===== src/design/t2u_pkg.sv =====
`default_nettype none

package t2u_pkg;

    // Encoding byte values at the head of a payload.
    localparam logic [7:0] ENC_LATIN1  = 8'h00;
    localparam logic [7:0] ENC_UTF16   = 8'h01;
    localparam logic [7:0] ENC_UTF16BE = 8'h02;
    localparam logic [7:0] ENC_UTF8    = 8'h03;

    // Byte-order mark halves.
    localparam logic [7:0] MARK_FE = 8'hFE;
    localparam logic [7:0] MARK_FF = 8'hFF;

    // UTF-8 length limits and lead/continuation prefixes.
    localparam logic [15:0] LIMIT_ONE = 16'h0080;
    localparam logic [15:0] LIMIT_TWO = 16'h0800;
    localparam logic [7:0]  LEAD_TWO   = 8'hC0;
    localparam logic [7:0]  LEAD_THREE = 8'hE0;
    localparam logic [7:0]  CONT_MARK  = 8'h80;
    localparam logic [7:0]  CONT_MASK  = 8'h3F;

    localparam int BURST_MAX = 3;

    // Index of a word within a burst.
    localparam logic [1:0] IDX_FIRST  = 2'd0;
    localparam logic [1:0] IDX_SECOND = 2'd1;
    localparam logic [1:0] IDX_THIRD  = 2'd2;

    // The output words caused by one input byte.
    typedef struct packed {
        logic [1:0]                      last_idx;
        logic                            has_bytes;
        logic                            string_end;
        logic [BURST_MAX-1:0][7:0]       bytes;
    } burst_t;

    // Handshake between the emitter and the stages in front of it.
    typedef struct packed {
        logic free;
    } emit_status_t;

endpackage

`default_nettype wire


===== src/design/t2u_decode.sv =====
`default_nettype none

module t2u_decode (
    input  wire logic            clk,
    input  wire logic            rst_n,
    input  wire logic            load,
    input  wire logic [7:0]      in_byte,
    input  wire logic            in_last,
    output t2u_pkg::burst_t      burst
);

    logic        expect_encoding_reg, expect_encoding_next;
    logic        byte_mode_reg, byte_mode_next;
    logic        big_endian_reg, big_endian_next;
    logic        check_mark_reg, check_mark_next;
    logic        stopped_reg, stopped_next;
    logic [7:0]  held_byte_reg, held_byte_next;
    logic        have_held_reg, have_held_next;

    logic        order_be;
    logic        drop_unit;
    logic [15:0] unit;

    always_comb
    begin
        expect_encoding_next = expect_encoding_reg;
        byte_mode_next       = byte_mode_reg;
        big_endian_next      = big_endian_reg;
        check_mark_next      = check_mark_reg;
        stopped_next         = stopped_reg;
        held_byte_next       = held_byte_reg;
        have_held_next       = have_held_reg;
        burst                = '0;
        order_be             = big_endian_reg;
        drop_unit            = 1'b0;
        unit                 = '0;

        if (expect_encoding_reg)
        begin
            byte_mode_next       = (in_byte == t2u_pkg::ENC_LATIN1) ||
                                   (in_byte == t2u_pkg::ENC_UTF8);
            big_endian_next      = (in_byte == t2u_pkg::ENC_UTF16BE);
            check_mark_next      = (in_byte == t2u_pkg::ENC_UTF16);
            stopped_next         = 1'b0;
            have_held_next       = 1'b0;
            held_byte_next       = '0;
            expect_encoding_next = 1'b0;
        end
        else if (stopped_reg)
        begin
            // Everything after a terminator is swallowed.
        end
        else if (byte_mode_reg)
        begin
            if (in_byte == 8'h00)
            begin
                stopped_next = 1'b1;
            end
            else
            begin
                burst.has_bytes = 1'b1;
                burst.bytes[0]  = in_byte;
            end
        end
        else if (!have_held_reg)
        begin
            held_byte_next = in_byte;
            have_held_next = 1'b1;
        end
        else
        begin
            have_held_next = 1'b0;
            held_byte_next = '0;
            if (check_mark_reg)
            begin
                check_mark_next = 1'b0;
                if (held_byte_reg == t2u_pkg::MARK_FE && in_byte == t2u_pkg::MARK_FF)
                begin
                    order_be  = 1'b1;
                    drop_unit = 1'b1;
                end
                else if (held_byte_reg == t2u_pkg::MARK_FF &&
                         in_byte == t2u_pkg::MARK_FE)
                begin
                    order_be  = 1'b0;
                    drop_unit = 1'b1;
                end
            end
            big_endian_next = order_be;
            unit = order_be ? {held_byte_reg, in_byte} : {in_byte, held_byte_reg};

            if (!drop_unit)
            begin
                if (unit == 16'h0000)
                begin
                    stopped_next = 1'b1;
                end
                else if (unit < t2u_pkg::LIMIT_ONE)
                begin
                    burst.has_bytes = 1'b1;
                    burst.bytes[0]  = unit[7:0];
                end
                else if (unit < t2u_pkg::LIMIT_TWO)
                begin
                    burst.has_bytes = 1'b1;
                    burst.last_idx  = t2u_pkg::IDX_SECOND;
                    burst.bytes[0]  = t2u_pkg::LEAD_TWO | {3'b000, unit[10:6]};
                    burst.bytes[1]  = t2u_pkg::CONT_MARK |
                                      ({2'b00, unit[5:0]} & t2u_pkg::CONT_MASK);
                end
                else
                begin
                    burst.has_bytes = 1'b1;
                    burst.last_idx  = t2u_pkg::IDX_THIRD;
                    burst.bytes[0]  = t2u_pkg::LEAD_THREE | {4'b0000, unit[15:12]};
                    burst.bytes[1]  = t2u_pkg::CONT_MARK |
                                      ({2'b00, unit[11:6]} & t2u_pkg::CONT_MASK);
                    burst.bytes[2]  = t2u_pkg::CONT_MARK |
                                      ({2'b00, unit[5:0]} & t2u_pkg::CONT_MASK);
                end
            end
        end

        burst.string_end = in_last;

        // The end of a payload puts every piece of state back to its reset value.
        if (in_last)
        begin
            expect_encoding_next = 1'b1;
            byte_mode_next       = 1'b0;
            big_endian_next      = 1'b0;
            check_mark_next      = 1'b0;
            stopped_next         = 1'b0;
            held_byte_next       = '0;
            have_held_next       = 1'b0;
        end
    end

    always_ff @(posedge clk or negedge rst_n)
    begin
        if (!rst_n)
        begin
            expect_encoding_reg <= 1'b1;
            byte_mode_reg       <= 1'b0;
            big_endian_reg      <= 1'b0;
            check_mark_reg      <= 1'b0;
            stopped_reg         <= 1'b0;
            held_byte_reg       <= '0;
            have_held_reg       <= 1'b0;
        end
        else if (load)
        begin
            expect_encoding_reg <= expect_encoding_next;
            byte_mode_reg       <= byte_mode_next;
            big_endian_reg      <= big_endian_next;
            check_mark_reg      <= check_mark_next;
            stopped_reg         <= stopped_next;
            held_byte_reg       <= held_byte_next;
            have_held_reg       <= have_held_next;
        end
    end

endmodule

`default_nettype wire


===== src/design/t2u_emit.sv =====
`default_nettype none

module t2u_emit (
    input  wire logic                  clk,
    input  wire logic                  rst_n,
    input  wire logic                  load,
    input  wire t2u_pkg::burst_t       burst_in,
    input  wire logic                  out_stall,
    output t2u_pkg::emit_status_t      status,
    output logic                       out_valid,
    output logic [7:0]                 out_byte,
    output logic                       out_byte_valid,
    output logic                       out_run_last,
    output logic                       out_string_end
);

    t2u_pkg::burst_t burst_reg;
    logic            valid_reg;
    logic [1:0]      idx_reg;
    logic            at_last;

    assign at_last        = (idx_reg == burst_reg.last_idx);
    assign status.free    = !valid_reg || (!out_stall && at_last);
    assign out_valid      = valid_reg;
    assign out_byte_valid = burst_reg.has_bytes;
    assign out_run_last   = at_last;
    assign out_string_end = burst_reg.string_end && at_last;

    always_comb
    begin
        case (idx_reg)
            t2u_pkg::IDX_FIRST:  out_byte = burst_reg.bytes[0];
            t2u_pkg::IDX_SECOND: out_byte = burst_reg.bytes[1];
            t2u_pkg::IDX_THIRD:  out_byte = burst_reg.bytes[2];
            default:             out_byte = '0;
        endcase
    end

    always_ff @(posedge clk or negedge rst_n)
    begin
        if (!rst_n)
        begin
            valid_reg <= 1'b0;
            idx_reg   <= t2u_pkg::IDX_FIRST;
        end
        else if (load)
        begin
            valid_reg <= 1'b1;
            idx_reg   <= t2u_pkg::IDX_FIRST;
        end
        else if (valid_reg && !out_stall)
        begin
            if (at_last)
            begin
                valid_reg <= 1'b0;
            end
            else
            begin
                idx_reg <= idx_reg + 2'd1;
            end
        end
    end

    always_ff @(posedge clk)
    begin
        if (load)
        begin
            burst_reg <= burst_in;
        end
    end

endmodule

`default_nettype wire


===== src/design/tag_text_to_utf8.sv =====
// Channel  | Direction | Handshake                    | Word
// payload  | in        | payload_valid/payload_stall  | payload_byte, payload_last
// result   | out       | result_valid/result_stall    | utf8_byte, byte_valid,
//          |           |                              | run_last, string_end
//
// An accepted byte waits in the input register, is decoded into a burst of one to
// three result words, and goes into the emitter's burst register, from which they go out.
// The result port sends one word per cycle while result_stall is low, so a byte
// holds the port until the last word of its burst is taken.
// A new byte is taken while the last word of the previous burst goes out.
// Reset clears all control state and puts the decoder back to expect an encoding byte.
`default_nettype none

module tag_text_to_utf8 (
    input  wire logic        clk,
    input  wire logic        rst_n,
    input  wire logic        payload_valid,
    output logic             payload_stall,
    input  wire logic [7:0]  payload_byte,
    input  wire logic        payload_last,
    output logic             result_valid,
    input  wire logic        result_stall,
    output logic [7:0]       utf8_byte,
    output logic             byte_valid,
    output logic             run_last,
    output logic             string_end
);

    logic                  in_valid_reg;
    logic [7:0]            in_byte_reg;
    logic                  in_last_reg;
    logic                  accept;
    logic                  load;
    t2u_pkg::burst_t       burst;
    t2u_pkg::emit_status_t status;

    assign load          = in_valid_reg && status.free;
    assign payload_stall = in_valid_reg && !status.free;
    assign accept        = payload_valid && !payload_stall;

    always_ff @(posedge clk or negedge rst_n)
    begin
        if (!rst_n)
        begin
            in_valid_reg <= 1'b0;
        end
        else if (accept)
        begin
            in_valid_reg <= 1'b1;
        end
        else if (load)
        begin
            in_valid_reg <= 1'b0;
        end
    end

    always_ff @(posedge clk)
    begin
        if (accept)
        begin
            in_byte_reg <= payload_byte;
            in_last_reg <= payload_last;
        end
    end

    t2u_decode u_decode (
        .clk     (clk),
        .rst_n   (rst_n),
        .load    (load),
        .in_byte (in_byte_reg),
        .in_last (in_last_reg),
        .burst   (burst)
    );

    t2u_emit u_emit (
        .clk            (clk),
        .rst_n          (rst_n),
        .load           (load),
        .burst_in       (burst),
        .out_stall      (result_stall),
        .status         (status),
        .out_valid      (result_valid),
        .out_byte       (utf8_byte),
        .out_byte_valid (byte_valid),
        .out_run_last   (run_last),
        .out_string_end (string_end)
    );

endmodule

`default_nettype wire


===== config.mk =====
export PLATFORM = sky130hd
export DESIGN_NAME = tag_text_to_utf8
export DESIGN_NICKNAME = d
export VERILOG_FILES = /design/src/design/t2u_pkg.sv /design/src/design/t2u_decode.sv /design/src/design/t2u_emit.sv /design/src/design/tag_text_to_utf8.sv
export SDC_FILE = /design/constraint.sdc
export NUM_CORES = 1
export LEC_CHECK = 0
export BUFFER_PORTS_ARGS = -buffer_cell sky130_fd_sc_hd__buf_2
export CAP_MARGIN = 20
export CORE_UTILIZATION = 25
export DETAILED_ROUTE_END_ITERATION = 16
export HOLD_SLACK_MARGIN = 0.05
export MAX_ROUTING_LAYER = met4
export PLACE_DENSITY = 0.45
export RECOVER_POWER = 100
export SYNTH_ARGS = -nofsm -noshare
export SYNTH_HDL_FRONTEND = slang
export SYNTH_SLANG_ARGS = --single-unit

===== constraint.sdc =====
create_clock -name clk -period 3.8 [get_ports clk]
set_clock_uncertainty 0.2 [all_clocks]
set_input_delay 0.76 -clock clk [delete_from_list [all_inputs] [get_ports clk]]
set_output_delay 0.76 -clock clk [all_outputs]
set_load 0.005 [all_outputs]

==> results of run 1 <==
## power groups by stage
| stage | logic (mW) | registers (mW) | clock network [mW] |
|---|---|---|---|
| after floorplan | 0.746 | 0.889 | 0 |
| after global placement | 0.983 | 1.02 | 0 |
| after detailed placement | 0.973 | 1.01 | 0 |
| after CTS | 0.979 | 1.00 | 0.526 |
| after global routing | 1.04 | 1.03 | 0.545 |
| final | 0.922 | 1.00 | 0.512 |
## how the worst max path moves through the flow
stage	cells past startpoint	slack (ps)	end
after floorplan	6	680	u_decode.big_endian_reg
after global placement	6	600	u_emit.burst_reg[16]
after detailed placement	6	580	u_emit.burst_reg[16]
after CTS	6	560	u_emit.burst_reg[16]
after global routing	6	280	u_emit.burst_reg[16]
final	7	470	u_emit.burst_reg[17]
## final cells by class
class | count | area [um2]
fill | 1307 | 8590
sequential | 52 | 1470
multi-input combinational | 213 | 1450
tap | 168 | 210
timing repair buffer | 34 | 171
clock buffer | 5 | 125
inverter | 13 | 48.8
clock inverter | 3 | 42.5
## synthesized netlist by cell type (2+ instances only)
library cell	count	area, um2
edfxtp_1	34	1020
nand2_1	27	101
nor2_1	23	86.3
dfrtp_1	17	425
o21ai_0	15	75.1
buf_2	14	70.1
inv_1	13	48.8
mux2i_1	13	130
nor3_1	11	55.1
a21oi_1	10	50.1
clkbuf_1	9	33.8
mux2_2	9	101
nand4_1	8	50.1
a211oi_2	7	87.6
a222oi_1	7	70.1
and2_1	6	37.5
o31ai_1	6	45.0
a21o_1	5	37.5
nand3_1	5	25.0
a211oi_1	4	30.0
ha_1	4	50.1
nor2b_1	4	25.0
o221ai_1	4	35.0
a21boi_0	3	22.5
a22o_1	3	26.3
a41oi_1	3	26.3
nor3_2	3	30.0
nor4_1	3	18.8
xor2_1	3	26.3
a21oi_4	2	32.5
a31oi_1	2	12.5
buf_4	2	15.0
nand2b_1	2	12.5
o41ai_1	2	17.5
or2_2	2	12.5
or3_1	2	12.5
## cells by family after synthesis
kind of cell | synth area share
AOI/OAI and AO/OA | 0.199
xor gates and xnor gates | 0.00837
adders and majority gates | 0.0159
buffers and inverters | 0.0562
DFF | 0.469
muxes | 0.0737
and+or+nand+nor | 0.178
## worst max-delay path: cells and delay by family, from the launching register on
family / cells / cell delay [ps]
buf+inv: 1 / 310
simple gates: 3 / 920
flops: 1 / 670
compound gates: 3 / 960
## layer usage
layer / global-route usage / share of wire / wire length [um] / vias up
met2: 0.208 / 0.46 / 3690 / 79
met3: 0.0228 / 0.053 / 427 / 6
met4: 0.0320 / 0.0081 / 65 / 0
met1: 0.187 / 0.48 / 3880 / 1141
li1: - / - / - / 1175
met5: - / 0 / 0 / -
==> flow_metrics.env, run 1 <==
export IMPL_cts_max_level=2
export IMPL_syn2layout_area_growth_pct=12.1
export IMPL_holdBufCountCts=0
export IMPL_io_buffers=25
export IMPL_io_pins=26
export IMPL_diodes=0
export IMPL_crit_path_max_fanout=13
export IMPL_fin_area_um2=3520
export IMPL_yosysUniqueCellTypes=54
export IMPL_pre_cts_ws_ps=583
export IMPL_hold_depth=1
export IMPL_dp_cells=480
export IMPL_routedWlPerCell_um=16.5
export IMPL_cts_root_buf="clkbuf_16"
export IMPL_final_setup_tns_ps=0
export IMPL_die_area_um2=13000
export IMPL_max_stage_delay_ps=670
export IMPL_cp_startpoint="in_byte_reg[1]"
export IMPL_core_area_um2=12100
export IMPL_firstDrtPassIters=4
export IMPL_power_density_nw_per_um2=693
export IMPL_final_util=0.291
export IMPL_fin_ws_ps=474
export IMPL_synthArstFlopShare=0.346
export IMPL_total_power_mw=2.44
export IMPL_crit_chain="nand4_4 -> nor4_1 -> a21o_1 -> a21oi_4 -> o21bai_2 -> clkbuf_1 -> nor3_1"
export IMPL_grt_ovfl_total=0
export IMPL_fp_dieH_um=114
export IMPL_cts_sink_count=52
export IMPL_rr_endpoint="u_emit.burst_reg[17]"
export IMPL_p_clk_frac=0.210
export IMPL_final_max_slew_viol_count=0
export IMPL_worstHoldStart="in_valid_reg"
export IMPL_place_congestion=0.903
export IMPL_post_cts_setup_buffers=0
export IMPL_ctsResizeCount=0
export IMPL_rows=40
export IMPL_swShare=0.388
export IMPL_die_w_um=114
export IMPL_grt_max_degree=24
export IMPL_netlist_area_um2=3140
export IMPL_cp_arrival_ps=3160
export IMPL_synth_ff_type="edfxtp_1"
export IMPL_start_util=0.259
export IMPL_clk_insertion_delay_late_ps=290
export IMPL_grt_pass1_vias=2369
export IMPL_largest_reg_flops=24
export IMPL_hold_viol=0
export IMPL_clk_pin_slew_ps=70
export IMPL_worst_ep_required_time_ps=3630
export IMPL_status="completed"
export IMPL_max_slew_margin=0.207
export IMPL_cap_viol_max_count=0
export IMPL_holdWs_ps=328
export IMPL_drt_initial_drc_count=311
export IMPL_antenna_found_initial=0
export IMPL_period_minus_slack_ps=3330
export IMPL_cp_slowest_cell="edfxtp_1"
export IMPL_p_switching_mw=0.946
export IMPL_clock_path_buffers=2
export IMPL_start_kind="flip-flop"
export IMPL_worst_pin_slew_ps=1190
export IMPL_cts_buffers=5
export IMPL_grt_pass1_wl_um=13400
export IMPL_final_common_cell="edfxtp_1"
export IMPL_drc=0
export IMPL_grt_use_total=0.136
export IMPL_place_hpwl_um=5890
export IMPL_post_route_cells_drive_above_1_share=0.159
export IMPL_setup_violations=0
export IMPL_vias=2401
export IMPL_yosysWarnings=0
export IMPL_combPwrFrac=0.378
export IMPL_reg2reg_from="in_byte_reg[1]"
export IMPL_cellLeakagePower_nw=1.24
export IMPL_timing_final_crit_share=0.875
export IMPL_min_to="u_emit.out_valid"
export IMPL_synth_fp_nets=322
export IMPL_rrSetupSlack_ps=470
export IMPL_nets=336
export IMPL_place_area_um2=3420
export IMPL_p_int_mw=1.49
export IMPL_final_cell_mix="edfxtp_1, nand2_1, nor2_1, dfrtp_1, buf_2"
export IMPL_routed_wl_um=8060
export IMPL_irDropWorstVdd_mv=0.259
export IMPL_power_sequential_fraction=0.412
export IMPL_vias_per_cell=4.92
export IMPL_timing_fmax_mhz=301
export IMPL_crit_type="reg -> reg"
export IMPL_rsz0062_at_grt="no"
export IMPL_cp_end_kind="flip-flop"
export IMPL_syn_area_per_cell_um2=10.3
export IMPL_holdCritPathClass="reg -> reg"
export IMPL_fin_cells=488
export IMPL_tritoncts="built"
export IMPL_synth_edf_count=34
export IMPL_postRouteAntennaNets=0
export IMPL_yosysSeqAreaShare=0.469
export IMPL_r2r_cells=7
export IMPL_ys_ff_latch=52
export IMPL_syn_inst=305
Note: power is estimated with default switching activity, not from simulation.
==> run 2: changes to the inputs <==
--- a/config.mk
+++ b/config.mk
@@ -5,13 +5,13 @@
 export SDC_FILE = /design/constraint.sdc
 export NUM_CORES = 1
 export LEC_CHECK = 0
-export BUFFER_PORTS_ARGS = -buffer_cell sky130_fd_sc_hd__buf_2
 export CAP_MARGIN = 20
 export CORE_UTILIZATION = 25
 export DETAILED_ROUTE_END_ITERATION = 16
+export DONT_BUFFER_PORTS = 1
 export HOLD_SLACK_MARGIN = 0.05
 export MAX_ROUTING_LAYER = met4
-export PLACE_DENSITY = 0.45
+export PLACE_DENSITY = 0.43
 export RECOVER_POWER = 100
 export SYNTH_ARGS = -nofsm -noshare
 export SYNTH_HDL_FRONTEND = slang
==> run 2 against run 1 <==
Against the previous run: via count up 0.79%; wire length is 2.3% higher; power down 0.79%; worst setup slack better by 12 ps; clock-buffer cell count rose by 1; critical path type unchanged; largest cell class unchanged; highest routed layer unchanged.
==> flow_metrics.env, run 2 (synthesis gave the netlist of run 1 again) <==
export IMPL_vias=2420
export IMPL_pre_cts_ws_ps=639
export IMPL_holdCritPathClass="in -> async"
export IMPL_period_minus_slack_ps=3310
export IMPL_cts_max_level=2
export IMPL_fin_ws_ps=485
export IMPL_clock_path_buffers=2
export IMPL_status="completed"
export IMPL_firstDrtPassIters=5
export IMPL_tritoncts="built"
export IMPL_routed_wl_um=8250
export IMPL_hold_viol=0
export IMPL_final_setup_tns_ps=0
export IMPL_fin_cells=466
export IMPL_top_layer="met4"
export IMPL_worst_pin_slew_ps=1190
export IMPL_cts_root_buf="clkbuf_16"
export IMPL_final_cell_mix="edfxtp_1, nand2_1, nor2_1, dfrtp_1, o21ai_0"
export IMPL_die_w_um=114
export IMPL_place_congestion=0.899
export IMPL_setup_violations=0
export IMPL_vias_per_cell=5.19
export IMPL_ctsResizeCount=0
export IMPL_dp_cells=457
export IMPL_max_slew_margin=0.206
export IMPL_drt_initial_drc_count=281
export IMPL_grt_ovfl_total=0
export IMPL_worst_ep_required_time_ps=3700
export IMPL_wl_met3_um=502
export IMPL_fp_dieH_um=114
export IMPL_power_density_nw_per_um2=704
export IMPL_crit_path_max_fanout=19
export IMPL_rrSetupSlack_ps=490
export IMPL_cts_buffers=5
export IMPL_fillers=1296
export IMPL_total_power_mw=2.42
export IMPL_die_area_um2=13000
export IMPL_timing_final_crit_share=0.872
export IMPL_syn2layout_area_growth_pct=9.45
export IMPL_cap_viol_max_count=0
export IMPL_final_max_slew_viol_count=0
export IMPL_post_route_cells_drive_above_1_share=0.121
export IMPL_io_pins=26
export IMPL_crit_type="reg -> reg"
export IMPL_cts_sink_count=52
export IMPL_met1_length_um=4050
export IMPL_rr_endpoint="u_emit.burst_reg[16]"
export IMPL_grt_pass1_vias=2391
export IMPL_timing_fmax_mhz=302
export IMPL_routedWlPerCell_um=17.7
export IMPL_cp_arrival_ps=3210
export IMPL_drc=0
export IMPL_grt_use_total=0.139
export IMPL_core_area_um2=12100
export IMPL_irDropWorstVdd_mv=0.361
export IMPL_wl_met2_um=3570
export IMPL_clk_pin_slew_ps=70
export IMPL_rsz0062_at_grt="no"
export IMPL_diodes=0
export IMPL_postRouteAntennaNets=0
export IMPL_largest_reg_flops=24
export IMPL_io_buffers=0
export IMPL_rows=40
export IMPL_cp_end_kind="flip-flop"
export IMPL_grt_max_degree=24
export IMPL_grt_pass1_wl_um=13600
export IMPL_r2r_cells=6
export IMPL_start_util=0.259
export IMPL_final_util=0.284
export IMPL_final_common_cell="edfxtp_1"
export IMPL_place_hpwl_um=5920
export IMPL_cellLeakagePower_nw=1.18
export IMPL_clk_insertion_delay_late_ps=300
export IMPL_start_kind="flip-flop"
export IMPL_nets=314
export IMPL_reg2reg_from="in_byte_reg[1]"
export IMPL_antenna_found_initial=0
run 2: cell types whose count changed in the layout (fill, tap and decap cells not counted), sizes merged:
cell / change
clkinv: -1
clkbuf: -9
buf: -13
dlygate4sd3: +1
run 2: worst max path at each step:
| stage | end | depth (start not counted) | start | slack (ps) |
|---|---|---|---|---|
| 2_1_floorplan | u_decode.big_endian_reg | 6 | result_stall | 680 |
| 3_3_place_gp | u_emit.burst_reg[26] | 6 | in_byte_reg[1] | 630 |
| 3_5_place_dp | u_emit.burst_reg[16] | 6 | in_byte_reg[1] | 640 |
| 4_1_cts | u_emit.burst_reg[16] | 6 | in_byte_reg[1] | 610 |
| 5_1_grt | u_emit.burst_reg[21] | 6 | in_byte_reg[1] | 260 |
| 6_report | u_emit.burst_reg[16] | 6 | in_byte_reg[1] | 490 |
run 2: report_power, final:
part / total (mW) / switching, mW / internal, mW / leakage, nW
combinational: 0.879 / 0.556 / 0.323 / 0.544
sequential: 1.00 / 0.183 / 0.821 / 0.547
clock: 0.536 / 0.206 / 0.330 / 0.0871
total: 2.42 / 0.945 / 1.47 / 1.18
run 2: cell type report:
class / instances / area, um2 / area share
clock buffers: 6 / 139 / 0.0404
flip-flops and latches: 52 / 1470 / 0.429
multi-input cells: 213 / 1440 / 0.420
inverters: 13 / 48.8 / 0.0142
well taps: 168 / 210 / 0.0612
repair buffers: 12 / 85.1 / 0.0248
clock inverters: 2 / 38.8 / 0.0113
run 2: worst max-delay path, stage by stage, from the launching register on:
cell	delay (ps)
edfxtp_1	650
nand4_4	160
or4_4	600
a21o_1	230
nand2_1	520
mux2_1	500
a2111oi_2	260
run 2: layer usage:
layer | global-route usage | vias to the layer above
met2 | 0.205 | 105
met3 | 0.0296 | 19
met5 | - | -
met4 | 0.0381 | 0
li1 | - | 1135
met1 | 0.194 | 1161
run 2: stage by stage:
stage | hold WS [ps] | instance area, um2
6_report | 103 | 3440
5_1_grt | 91.6 | 3440
2_1_floorplan | 264 | 3140
4_1_cts | 95.8 | 3500
3_5_place_dp | 265 | 3310
3_3_place_gp | 265 | 3310
run 2: what timing repair did:
item,in CTS,in global routing
buffers inserted,0,0
endpoints found under the setup margin,0,0
hold buffers,1,0
endpoints found under the hold margin,17,0
